## config.mk

```make
export PLATFORM = sky130hd
export DESIGN_NAME = tlk_seq_flat
export DESIGN_NICKNAME = d
export VERILOG_FILES = /design/src/design/tlk_pkg.sv /design/src/design/tlk_if.sv /design/src/design/tlk_seq.sv /design/src/flat_wrapper.sv
export SDC_FILE = /design/constraint.sdc
export NUM_CORES = 1
export LEC_CHECK = 0
export BUFFER_PORTS_ARGS = -buffer_cell sky130_fd_sc_hd__buf_2
export CELL_PAD_IN_SITES_DETAIL_PLACEMENT = 1
export CELL_PAD_IN_SITES_GLOBAL_PLACEMENT = 1
export CORE_ASPECT_RATIO = 0.6
export CORE_MARGIN = 5
export CORE_UTILIZATION = 37
export DETAILED_ROUTE_END_ITERATION = 7
export PLACE_DENSITY_LB_ADDON = 0.1
export SYNTH_ARGS = -nofsm -noshare
export SYNTH_HDL_FRONTEND = slang
export SYNTH_SLANG_ARGS = --single-unit
```

## constraint.sdc

```tcl
create_clock -name clock -period 5.55 [get_ports clock]
set_input_delay 0.2775 -clock clock [delete_from_list [all_inputs] [get_ports clock]]
set_output_delay 0.2775 -clock clock [all_outputs]
set_load 0.02 [all_outputs]
```

## src/design/tlk_pkg.sv

```systemverilog
`default_nettype none
// ----------------------------------------------------------------------------
// tlk_pkg
// Shared types and constants for the tree ancestor / path node block.
// ----------------------------------------------------------------------------
package tlk_pkg;

   localparam int NODE_W = 16;
   localparam int AMT_W  = 17;   // lift amounts up to twice a 16-bit depth
   localparam int LVL_W  = 5;    // holds any level index below 32

   localparam logic [1:0] MODE_LOAD = 2'd0;
   localparam logic [1:0] MODE_LCA  = 2'd1;
   localparam logic [1:0] MODE_PATH = 2'd2;

   typedef struct packed {
      logic              anc_rd;
      logic              dep_rd;
      logic [NODE_W-1:0] rd_node;
      logic [LVL_W-1:0]  rd_lvl;
      logic              anc_wr;
      logic              dep_wr;
      logic [NODE_W-1:0] wr_node;
      logic [LVL_W-1:0]  wr_lvl;
      logic [NODE_W-1:0] anc_wdata;
      logic [NODE_W-1:0] dep_wdata;
   } mem_req_type;

   typedef struct packed {
      logic [NODE_W-1:0] anc_data;
      logic [NODE_W-1:0] dep_data;
   } mem_rsp_type;

endpackage
`default_nettype wire

```

## src/design/tlk_if.sv

```systemverilog
`default_nettype none
// ----------------------------------------------------------------------------
// tlk_req_if / tlk_rsp_if
// Valid/ready channels for requests and results.
// ----------------------------------------------------------------------------
interface tlk_req_if;
   logic        valid;
   logic        ready;
   logic [1:0]  mode;
   logic [15:0] node_u;
   logic [15:0] node_v;
   logic [15:0] offset_k;
   modport source (output valid, mode, node_u, node_v, offset_k, input ready);
   modport sink   (input valid, mode, node_u, node_v, offset_k, output ready);
endinterface

interface tlk_rsp_if;
   logic        valid;
   logic        ready;
   logic [15:0] result_node;
   logic        out_of_range;
   modport source (output valid, result_node, out_of_range, input ready);
   modport sink   (input valid, result_node, out_of_range, output ready);
endinterface
`default_nettype wire

```

## src/design/tlk_seq.sv

```systemverilog
`default_nettype none
// ----------------------------------------------------------------------------
// tlk_seq
// Sequencer: walks the ancestor table one lookup at a time for loads,
// lowest common ancestor and path node requests, and holds the result.
// ----------------------------------------------------------------------------
module tlk_seq import tlk_pkg::*; #(
   parameter int NODES  = 65536,
   parameter int LEVELS = 16
) (
   input  wire logic   clock,
   input  wire logic   reset,
   tlk_req_if.sink     req_ch,
   tlk_rsp_if.source   rsp_ch,
   output mem_req_type mreq,
   input  wire mem_rsp_type mrsp
);
   localparam int IW = $clog2(LEVELS + 1);

   typedef enum logic [4:0] {
      S_IDLE, S_L_DEP, S_L_DEPW, S_L_ANC, S_L_ANCW,
      S_Q_DU, S_Q_DV, S_Q_DVW, S_LIFT, S_LIFTW, S_CMP,
      S_UP_A, S_UP_B, S_UP_BW, S_PAR, S_PARW, S_LCA, S_DLW, S_SEL, S_OUT
   } state_type;

   state_type         state_ff;
   logic [1:0]        mode_ff;
   logic [NODE_W-1:0] u_ff, v_ff, k_ff, x_ff, b_ff, pa_ff, lca_ff;
   logic [NODE_W-1:0] du0_ff, du_ff, dv_ff, res_ff, ans_ff;
   logic [AMT_W-1:0]  amt_ff;
   logic [IW-1:0]     i_ff;
   logic              fin_ff, oor_ff, ans_oor_ff, rsp_valid_ff;
   logic              amt_bit;
   logic [NODE_W-1:0] load_depth, dl;
   logic [AMT_W-1:0]  path_len;

   assign amt_bit = |(amt_ff & (AMT_W'(1) << i_ff));
   assign load_depth = (v_ff == '0) ? NODE_W'(1) :
                       (mrsp.dep_data == '1) ? '1 : mrsp.dep_data + NODE_W'(1);
   assign dl       = mrsp.dep_data;
   assign path_len = AMT_W'(du_ff) + AMT_W'(dv_ff);

   assign req_ch.ready       = (state_ff == S_IDLE);
   assign rsp_ch.valid       = rsp_valid_ff;
   assign rsp_ch.result_node = res_ff;
   assign rsp_ch.out_of_range = oor_ff;

   // memory port: at most one lookup issued per state, registered data back in the cycle after
   always_comb begin
      mreq = '0;
      case (state_ff)
         S_L_DEP: begin
            mreq.dep_rd  = 1'b1;
            mreq.rd_node = v_ff;
         end
         S_L_DEPW: begin
            mreq.dep_wr    = 1'b1;
            mreq.anc_wr    = 1'b1;
            mreq.wr_node   = u_ff;
            mreq.dep_wdata = load_depth;
            mreq.anc_wdata = v_ff;
         end
         S_L_ANC, S_LIFT, S_UP_A: begin
            mreq.anc_rd  = (state_ff != S_LIFT) || (amt_bit && i_ff != IW'(LEVELS));
            mreq.rd_node = x_ff;
            mreq.rd_lvl  = LVL_W'(i_ff);
         end
         S_L_ANCW: begin
            mreq.anc_wr    = 1'b1;
            mreq.wr_node   = u_ff;
            mreq.wr_lvl    = LVL_W'(i_ff + IW'(1));
            mreq.anc_wdata = mrsp.anc_data;
         end
         S_Q_DU: begin
            mreq.dep_rd  = 1'b1;
            mreq.rd_node = u_ff;
         end
         S_Q_DV: begin
            mreq.dep_rd  = 1'b1;
            mreq.rd_node = v_ff;
         end
         S_UP_B: begin
            mreq.anc_rd  = 1'b1;
            mreq.rd_node = b_ff;
            mreq.rd_lvl  = LVL_W'(i_ff);
         end
         S_PAR: begin
            mreq.anc_rd  = 1'b1;
            mreq.rd_node = x_ff;
         end
         S_LCA: begin
            mreq.dep_rd  = (mode_ff == MODE_PATH);
            mreq.rd_node = lca_ff;
         end
         default: ;
      endcase
   end

   always_ff @(posedge clock) begin
      if (reset) begin
         state_ff     <= S_IDLE;
         rsp_valid_ff <= 1'b0;
      end else begin
         // load the output register when it is free or being drained
         if (state_ff == S_OUT && (!rsp_valid_ff || rsp_ch.ready)) begin
            rsp_valid_ff <= 1'b1;
         end else if (rsp_ch.ready) begin
            rsp_valid_ff <= 1'b0;
         end
         case (state_ff)
            S_IDLE: begin
               if (req_ch.valid) begin
                  mode_ff <= req_ch.mode;
                  u_ff    <= req_ch.node_u;
                  v_ff    <= req_ch.node_v;
                  k_ff    <= req_ch.offset_k;
                  case (req_ch.mode)
                     MODE_LOAD: begin
                        if (req_ch.node_u != '0 && 32'(req_ch.node_u) < 32'(NODES)) begin
                           state_ff <= S_L_DEP;
                        end
                     end
                     MODE_LCA, MODE_PATH: state_ff <= S_Q_DU;
                     default: ;
                  endcase
               end
            end
            S_L_DEP: state_ff <= S_L_DEPW;
            S_L_DEPW: begin
               x_ff     <= v_ff;
               i_ff     <= '0;
               state_ff <= (LEVELS == 1) ? S_IDLE : S_L_ANC;
            end
            S_L_ANC: state_ff <= S_L_ANCW;
            S_L_ANCW: begin
               x_ff <= mrsp.anc_data;
               i_ff <= i_ff + IW'(1);
               state_ff <= (i_ff + IW'(1) == IW'(LEVELS - 1)) ? S_IDLE : S_L_ANC;
            end
            S_Q_DU: state_ff <= S_Q_DV;
            S_Q_DV: begin
               du0_ff   <= mrsp.dep_data;
               state_ff <= S_Q_DVW;
            end
            S_Q_DVW: begin
               // deeper endpoint is lifted to the depth of the other
               if (du0_ff < mrsp.dep_data) begin
                  x_ff   <= v_ff;
                  b_ff   <= u_ff;
                  amt_ff <= AMT_W'(mrsp.dep_data - du0_ff);
               end else begin
                  x_ff   <= u_ff;
                  b_ff   <= v_ff;
                  amt_ff <= AMT_W'(du0_ff - mrsp.dep_data);
               end
               dv_ff    <= mrsp.dep_data;
               fin_ff   <= 1'b0;
               i_ff     <= '0;
               state_ff <= S_LIFT;
            end
            S_LIFT: begin
               if (i_ff == IW'(LEVELS)) begin
                  if (fin_ff) begin
                     ans_ff     <= x_ff;
                     ans_oor_ff <= 1'b0;
                     state_ff   <= S_OUT;
                  end else begin
                     state_ff <= S_CMP;
                  end
               end else if (amt_bit) begin
                  state_ff <= S_LIFTW;
               end else begin
                  i_ff <= i_ff + IW'(1);
               end
            end
            S_LIFTW: begin
               x_ff     <= mrsp.anc_data;
               i_ff     <= i_ff + IW'(1);
               state_ff <= S_LIFT;
            end
            S_CMP: begin
               if (x_ff == b_ff) begin
                  lca_ff   <= x_ff;
                  state_ff <= S_LCA;
               end else begin
                  i_ff     <= IW'(LEVELS - 1);
                  state_ff <= S_UP_A;
               end
            end
            S_UP_A: state_ff <= S_UP_B;
            S_UP_B: begin
               pa_ff    <= mrsp.anc_data;
               state_ff <= S_UP_BW;
            end
            S_UP_BW: begin
               if (pa_ff != mrsp.anc_data) begin
                  x_ff <= pa_ff;
                  b_ff <= mrsp.anc_data;
               end
               if (i_ff == '0) begin
                  state_ff <= S_PAR;
               end else begin
                  i_ff     <= i_ff - IW'(1);
                  state_ff <= S_UP_A;
               end
            end
            S_PAR: state_ff <= S_PARW;
            S_PARW: begin
               lca_ff   <= mrsp.anc_data;
               state_ff <= S_LCA;
            end
            S_LCA: begin
               if (mode_ff == MODE_PATH) begin
                  dv_ff    <= dv_ff;
                  state_ff <= S_DLW;
               end else begin
                  ans_ff     <= lca_ff;
                  ans_oor_ff <= 1'b0;
                  state_ff   <= S_OUT;
               end
            end
            S_DLW: begin
               du_ff    <= (du0_ff > dl) ? du0_ff - dl : '0;
               dv_ff    <= (dv_ff > dl) ? dv_ff - dl : '0;
               state_ff <= S_SEL;
            end
            S_SEL: begin
               fin_ff <= 1'b1;
               i_ff   <= '0;
               if (k_ff <= du_ff) begin
                  x_ff     <= u_ff;
                  amt_ff   <= AMT_W'(k_ff);
                  state_ff <= S_LIFT;
               end else if (AMT_W'(k_ff) <= path_len) begin
                  // walk down from v: lift v by what is left of the path
                  x_ff     <= v_ff;
                  amt_ff   <= path_len - AMT_W'(k_ff);
                  state_ff <= S_LIFT;
               end else begin
                  ans_ff     <= '0;
                  ans_oor_ff <= 1'b1;
                  state_ff   <= S_OUT;
               end
            end
            S_OUT: begin
               if (!rsp_valid_ff || rsp_ch.ready) begin
                  res_ff   <= ans_ff;
                  oor_ff   <= ans_oor_ff;
                  state_ff <= S_IDLE;
               end
            end
            default: state_ff <= S_IDLE;
         endcase
      end
   end

endmodule
`default_nettype wire

```

## src/flat_wrapper.sv

```systemverilog
// flat-port wrapper written by rule: the top's interface ports become plain ports
module tlk_seq_flat import tlk_pkg::*;
#(
   parameter int NODES  = 65536,
   parameter int LEVELS = 16
)
  (clock, reset, mreq, mrsp, req_ch_valid, req_ch_mode, req_ch_node_u, req_ch_node_v, req_ch_offset_k, req_ch_ready, rsp_ch_valid, rsp_ch_result_node, rsp_ch_out_of_range, rsp_ch_ready);
  tlk_req_if req_ch_i ();
  tlk_rsp_if rsp_ch_i ();
  input  wire logic clock;
  input  wire logic reset;
  output mem_req_type mreq;
  input  wire mem_rsp_type mrsp;
  input wire logic [$bits(req_ch_i.valid)-1:0] req_ch_valid;
  input wire logic [$bits(req_ch_i.mode)-1:0] req_ch_mode;
  input wire logic [$bits(req_ch_i.node_u)-1:0] req_ch_node_u;
  input wire logic [$bits(req_ch_i.node_v)-1:0] req_ch_node_v;
  input wire logic [$bits(req_ch_i.offset_k)-1:0] req_ch_offset_k;
  output wire logic [$bits(req_ch_i.ready)-1:0] req_ch_ready;
  output wire logic [$bits(rsp_ch_i.valid)-1:0] rsp_ch_valid;
  output wire logic [$bits(rsp_ch_i.result_node)-1:0] rsp_ch_result_node;
  output wire logic [$bits(rsp_ch_i.out_of_range)-1:0] rsp_ch_out_of_range;
  input wire logic [$bits(rsp_ch_i.ready)-1:0] rsp_ch_ready;
  assign req_ch_i.valid = req_ch_valid;
  assign req_ch_i.mode = req_ch_mode;
  assign req_ch_i.node_u = req_ch_node_u;
  assign req_ch_i.node_v = req_ch_node_v;
  assign req_ch_i.offset_k = req_ch_offset_k;
  assign req_ch_ready = req_ch_i.ready;
  assign rsp_ch_valid = rsp_ch_i.valid;
  assign rsp_ch_result_node = rsp_ch_i.result_node;
  assign rsp_ch_out_of_range = rsp_ch_i.out_of_range;
  assign rsp_ch_i.ready = rsp_ch_ready;
  tlk_seq #(.NODES(NODES), .LEVELS(LEVELS)) u_core (.clock(clock), .reset(reset), .req_ch(req_ch_i), .rsp_ch(rsp_ch_i), .mreq(mreq), .mrsp(mrsp));
endmodule
```

==> impl_metrics.yaml <==
die:
  die_h_um: 166
  fp.dieArea_um2: 44500
  floorplan.initialDensity_pct: 37.1
  std_cell_rows: 57
  floorplan.io_pins: 183
  floorplan.core_area_um2: 40200
  die_width_um: 269
status:
  status: "completed"
synthesis:
  syn-num-nets: 1680
  synthesized_netlist_cell_count: 1483
  synthTopCellsByArea: "sky130_fd_sc_hd__edfxtp_1 44%, sky130_fd_sc_hd__ha_1 8.9%, sky130_fd_sc_hd__xnor2_1 4.1%"
  yosysWarningCount: 0
  mappedNetlistArea_um2: 14900
  post_synthesis_mean_instance_area_um2: 10.1
  synth_ff_type: "sky130_fd_sc_hd__edfxtp_1"
  post_synth_edffs: 218
  synth_top_cell_area_share_pct: 43.9
  yosys.cell_types.count: 66
  asr_flop_ratio_synth_pct: 0
  synth.ff_latch_count: 224
  synth_top_area_cell: "sky130_fd_sc_hd__edfxtp_1"
  yosysSeqAreaShare_pct: 44.7
sta:
  timing.clock.skew_ps: 17.2
  worst-slew-pin-transition_ps: 1100
  timing.max_slew.rel_slack_pct: 26.3
  unrepaired_setup_endpoints_after_global_routing: "no"
  setup_tns_ps: 0
  report.final.setup_viol: 0
  fin_hold_ws_ps: 29.7
  final_max_slew_viol_count: 0
  finalWorstPathRequiredPeriod_ps: 4890
  hold_viol_final: 0
  final_min_period_over_clock_period_pct: 88.2
  fmax_ghz: 0.204
power_and_ir_drop:
  leakagePower_uw: 0.00749
  worst_ir_drop_vdd_v: 0.000232
  powerDensity_nw_per_um2: 334
cells_and_area:
  final.fill_count: 4543
  area.growth.synth_to_final_pct: 19.9
  layout.cell_area.non_filler_um2: 17900
  proportion_of_layout_cells_with_a_drive_suffix_above_1_pct: 16.9
  design.final.nets: 1912
clocking:
  cts_post_setup_buffers_inserted: 0
  cts_repair_resize_count: 0
  clk_latency_ps: 540
  clock_path_buffers: 3
  cts_buffers: 25
  cts.htree.levels: 1
  clkTransAtPathRegs_ps: 70
  clock_sink_count: 224
  clock_tree_from_tritoncts: "built"
  ctsRootBufferMaster: "sky130_fd_sc_hd__clkbuf_16"
setup_path:
  arrival_ps: 5150
  critPathMaxFanout: 16
  critical_path_class: "flip-flop to flip-flop"
  cp.required_ps: 5810
  cp_slowest_cell: "sky130_fd_sc_hd__nor4_1"
  worstPathCellList: "ha_1 -> a21o_1 -> a21oi_1 -> o21bai_1 -> a31oi_1 -> o311ai_0 -> o41ai_1 -> o21bai_1 -> xor2_1 -> ha_1 -> a21o_1 -> a21oi_1 -> nand4_1 -> a31o_2 -> nor4_1 -> nor3_4 -> buf_4"
  end_kind: "flip-flop"
  critical_path.max_stage_delay_ps: 500
  setup.worst_path.start_class: "flip-flop"
routing:
  vias_per_cell: 5.78
  postRouteAntennaNets: 0
  drt_wl_total_um: 57100
  drt-initial-drc-count: 1528
  drc_markers: 0
  wl_per_cell_um: 25.2
  drt-pass1-iter-count: 6
  vias: 13100
job:
  drv_cap: 0
grt:
  grt_util_all_layers_pct: 24.6
  grt_antenna_before_repair: 3
  wire_length_of_the_first_global_routing_pass_um: 84000
  grt-ovfl-total: 0
  grt_start_max_net_pins: 34
  first_global_vias: 13200
placed_design:
  half_perimeter_wire_length_of_the_detailed_placement_result_um: 42900
  postPlaceCellArea_um2: 16500
  buffer_ports.inserted: 182
  gpl.final_weighted_congestion: 0.834
min_path:
  worstHoldPathType: "primary input to flip-flop"
## cells in the mapped netlist (5+ instances only)
cell	count
sky130_fd_sc_hd__ha_1	106
sky130_fd_sc_hd__fa_1	5
sky130_fd_sc_hd__inv_1	99
sky130_fd_sc_hd__o211ai_1	5
sky130_fd_sc_hd__nand2b_1	15
sky130_fd_sc_hd__buf_2	7
sky130_fd_sc_hd__nor4_1	18
sky130_fd_sc_hd__o21bai_1	12
sky130_fd_sc_hd__buf_1	5
sky130_fd_sc_hd__a211oi_1	11
sky130_fd_sc_hd__o21ai_0	43
sky130_fd_sc_hd__a21oi_1	91
sky130_fd_sc_hd__o21a_1	11
sky130_fd_sc_hd__edfxtp_1	218
sky130_fd_sc_hd__mux2_2	17
sky130_fd_sc_hd__a21boi_0	5
sky130_fd_sc_hd__and2_1	9
sky130_fd_sc_hd__a222oi_1	34
sky130_fd_sc_hd__dfxtp_1	6
sky130_fd_sc_hd__nand4_1	21
sky130_fd_sc_hd__nor2b_1	36
sky130_fd_sc_hd__a31oi_1	27
sky130_fd_sc_hd__nor2_1	104
sky130_fd_sc_hd__nand3_1	33
sky130_fd_sc_hd__a21o_1	35
sky130_fd_sc_hd__or3_1	9
sky130_fd_sc_hd__xnor2_1	69
sky130_fd_sc_hd__xor2_1	41
sky130_fd_sc_hd__clkbuf_1	56
sky130_fd_sc_hd__and3_1	13
sky130_fd_sc_hd__mux2i_1	9
sky130_fd_sc_hd__a221oi_1	7
sky130_fd_sc_hd__a22o_1	46
sky130_fd_sc_hd__nor3_1	33
sky130_fd_sc_hd__nand2_1	151
sky130_fd_sc_hd__o221ai_1	5
sky130_fd_sc_hd__a22oi_1	18
## final cells by class
cell class              count  area (um^2)  share of cell area (%)
well taps                 531          664                    3.72
clock buffers              30          644                    3.60
repair buffers            276         1760                    9.84
clock inverters            14          126                   0.707
multi-input cells        1089         7650                    42.8
inverters                  99          372                    2.08
flip-flops and latches    224         6670                    37.3
diodes                      1         2.50                  0.0140
## layer usage
metal / share of wire [%] / track usage [%]
met1: 51 / 38.9
met2: 39 / 34.3
met3: 8.4 / 5.73
met4: 1.6 / 4.19
met5: 0.023 / 0
## flip-flops by register name (all words and copies together), names as in the netlist
name / flops
u_core.amt_ff: 16
u_core.ans_ff: 16
u_core.b_ff: 16
u_core.du0_ff: 16
u_core.du_ff: 16
u_core.dv_ff: 16
u_core.k_ff: 16
u_core.lca_ff: 16
u_core.pa_ff: 16
u_core.rsp_ch.result_node: 16
u_core.u_ff: 16
u_core.v_ff: 16
u_core.x_ff: 16
u_core.i_ff: 5
u_core.state_ff: 5
u_core.mode_ff: 2
u_core.ans_oor_ff: 1
u_core.fin_ff: 1
u_core.rsp_ch.out_of_range: 1
u_core.rsp_ch.valid: 1
## critical path, delay by kind of cell (launching register included)
kind | cells | cell delay [ps]
compound gates | 10 | 2300
xor+xnor | 1 | 160
fa+ha+maj | 2 | 700
buf+inv | 1 | 250
flops | 1 | 470
simple gates | 3 | 720
## where the power goes
group | internal, uW | leakage [uW] | switching, uW | total, uW
combinational | 750 | 0.00510 | 1400 | 2150
sequential | 2040 | 0.00203 | 151 | 2190
clock | 918 | 0.000367 | 714 | 1630
## per-stage QoR
stage / util (%) / cells / worst slack (ps) / total power, uW
after global placement: 41.2 / 2162 / 849 / 4260
after global routing: 44.5 / 2264 / 266 / 6260
final: 44.5 / 2264 / 657 / 5970
after floorplan: - / 1483 / 808 / 3480
after detailed placement: 41.2 / 2162 / 729 / 4300
after CTS: 44.5 / 2263 / 684 / 5970
## timing repair
item / 4_1_cts / 5_1_grt
setup endpoints to repair: 0 / 0
hold buffers: 57 / 0
hold endpoints to repair: 57 / 0
## final timing paths
path	startpoint	end	slack, ps	cells past startpoint
worst max register to register	u_core.dv_ff[1]$_DFFE_PP_	u_core.x_ff[9]$_DFFE_PP_	660	17
worst max-delay path	u_core.dv_ff[1]$_DFFE_PP_	u_core.x_ff[9]$_DFFE_PP_	660	17
worst min register to register	u_core.ans_ff[1]$_DFFE_PP_	u_core.rsp_ch.result_node[1]$_DFFE_PP_	420	0
worst min-delay path	mrsp[5]	u_core.du0_ff[5]$_DFFE_PP_	30	1
## kinds of logic after synthesis
| kind of cell | share of synthesized area [%] |
|---|---|
| AO/OA/AOI/OAI | 18.7 |
| XOR/XNOR | 6.46 |
| adder cells (fa/ha/maj) | 9.57 |
| buffers and inverters | 4.46 |
| flip-flops | 44.7 |
| multiplexers | 1.89 |
| AND/OR/NAND/NOR | 14.3 |
## placed cells by master, fill, tap and decap left out, drive strengths merged, types with 27 or more instances in the layout
cell type	netlist	final
a21o	35	35
a21oi	91	91
a222oi	34	34
a22o	46	46
a31oi	27	27
buf	15	219
clkbuf	56	30
dlygate4sd3	0	57
edfxtp	218	218
ha	106	106
inv	99	99
nand2	151	151
nand3	33	33
nor2	104	104
nor2b	36	36
nor3	33	33
o21ai	45	45
xnor2	69	69
xor2	41	41
No activity file was read; power rests on OpenSTA's default activity.
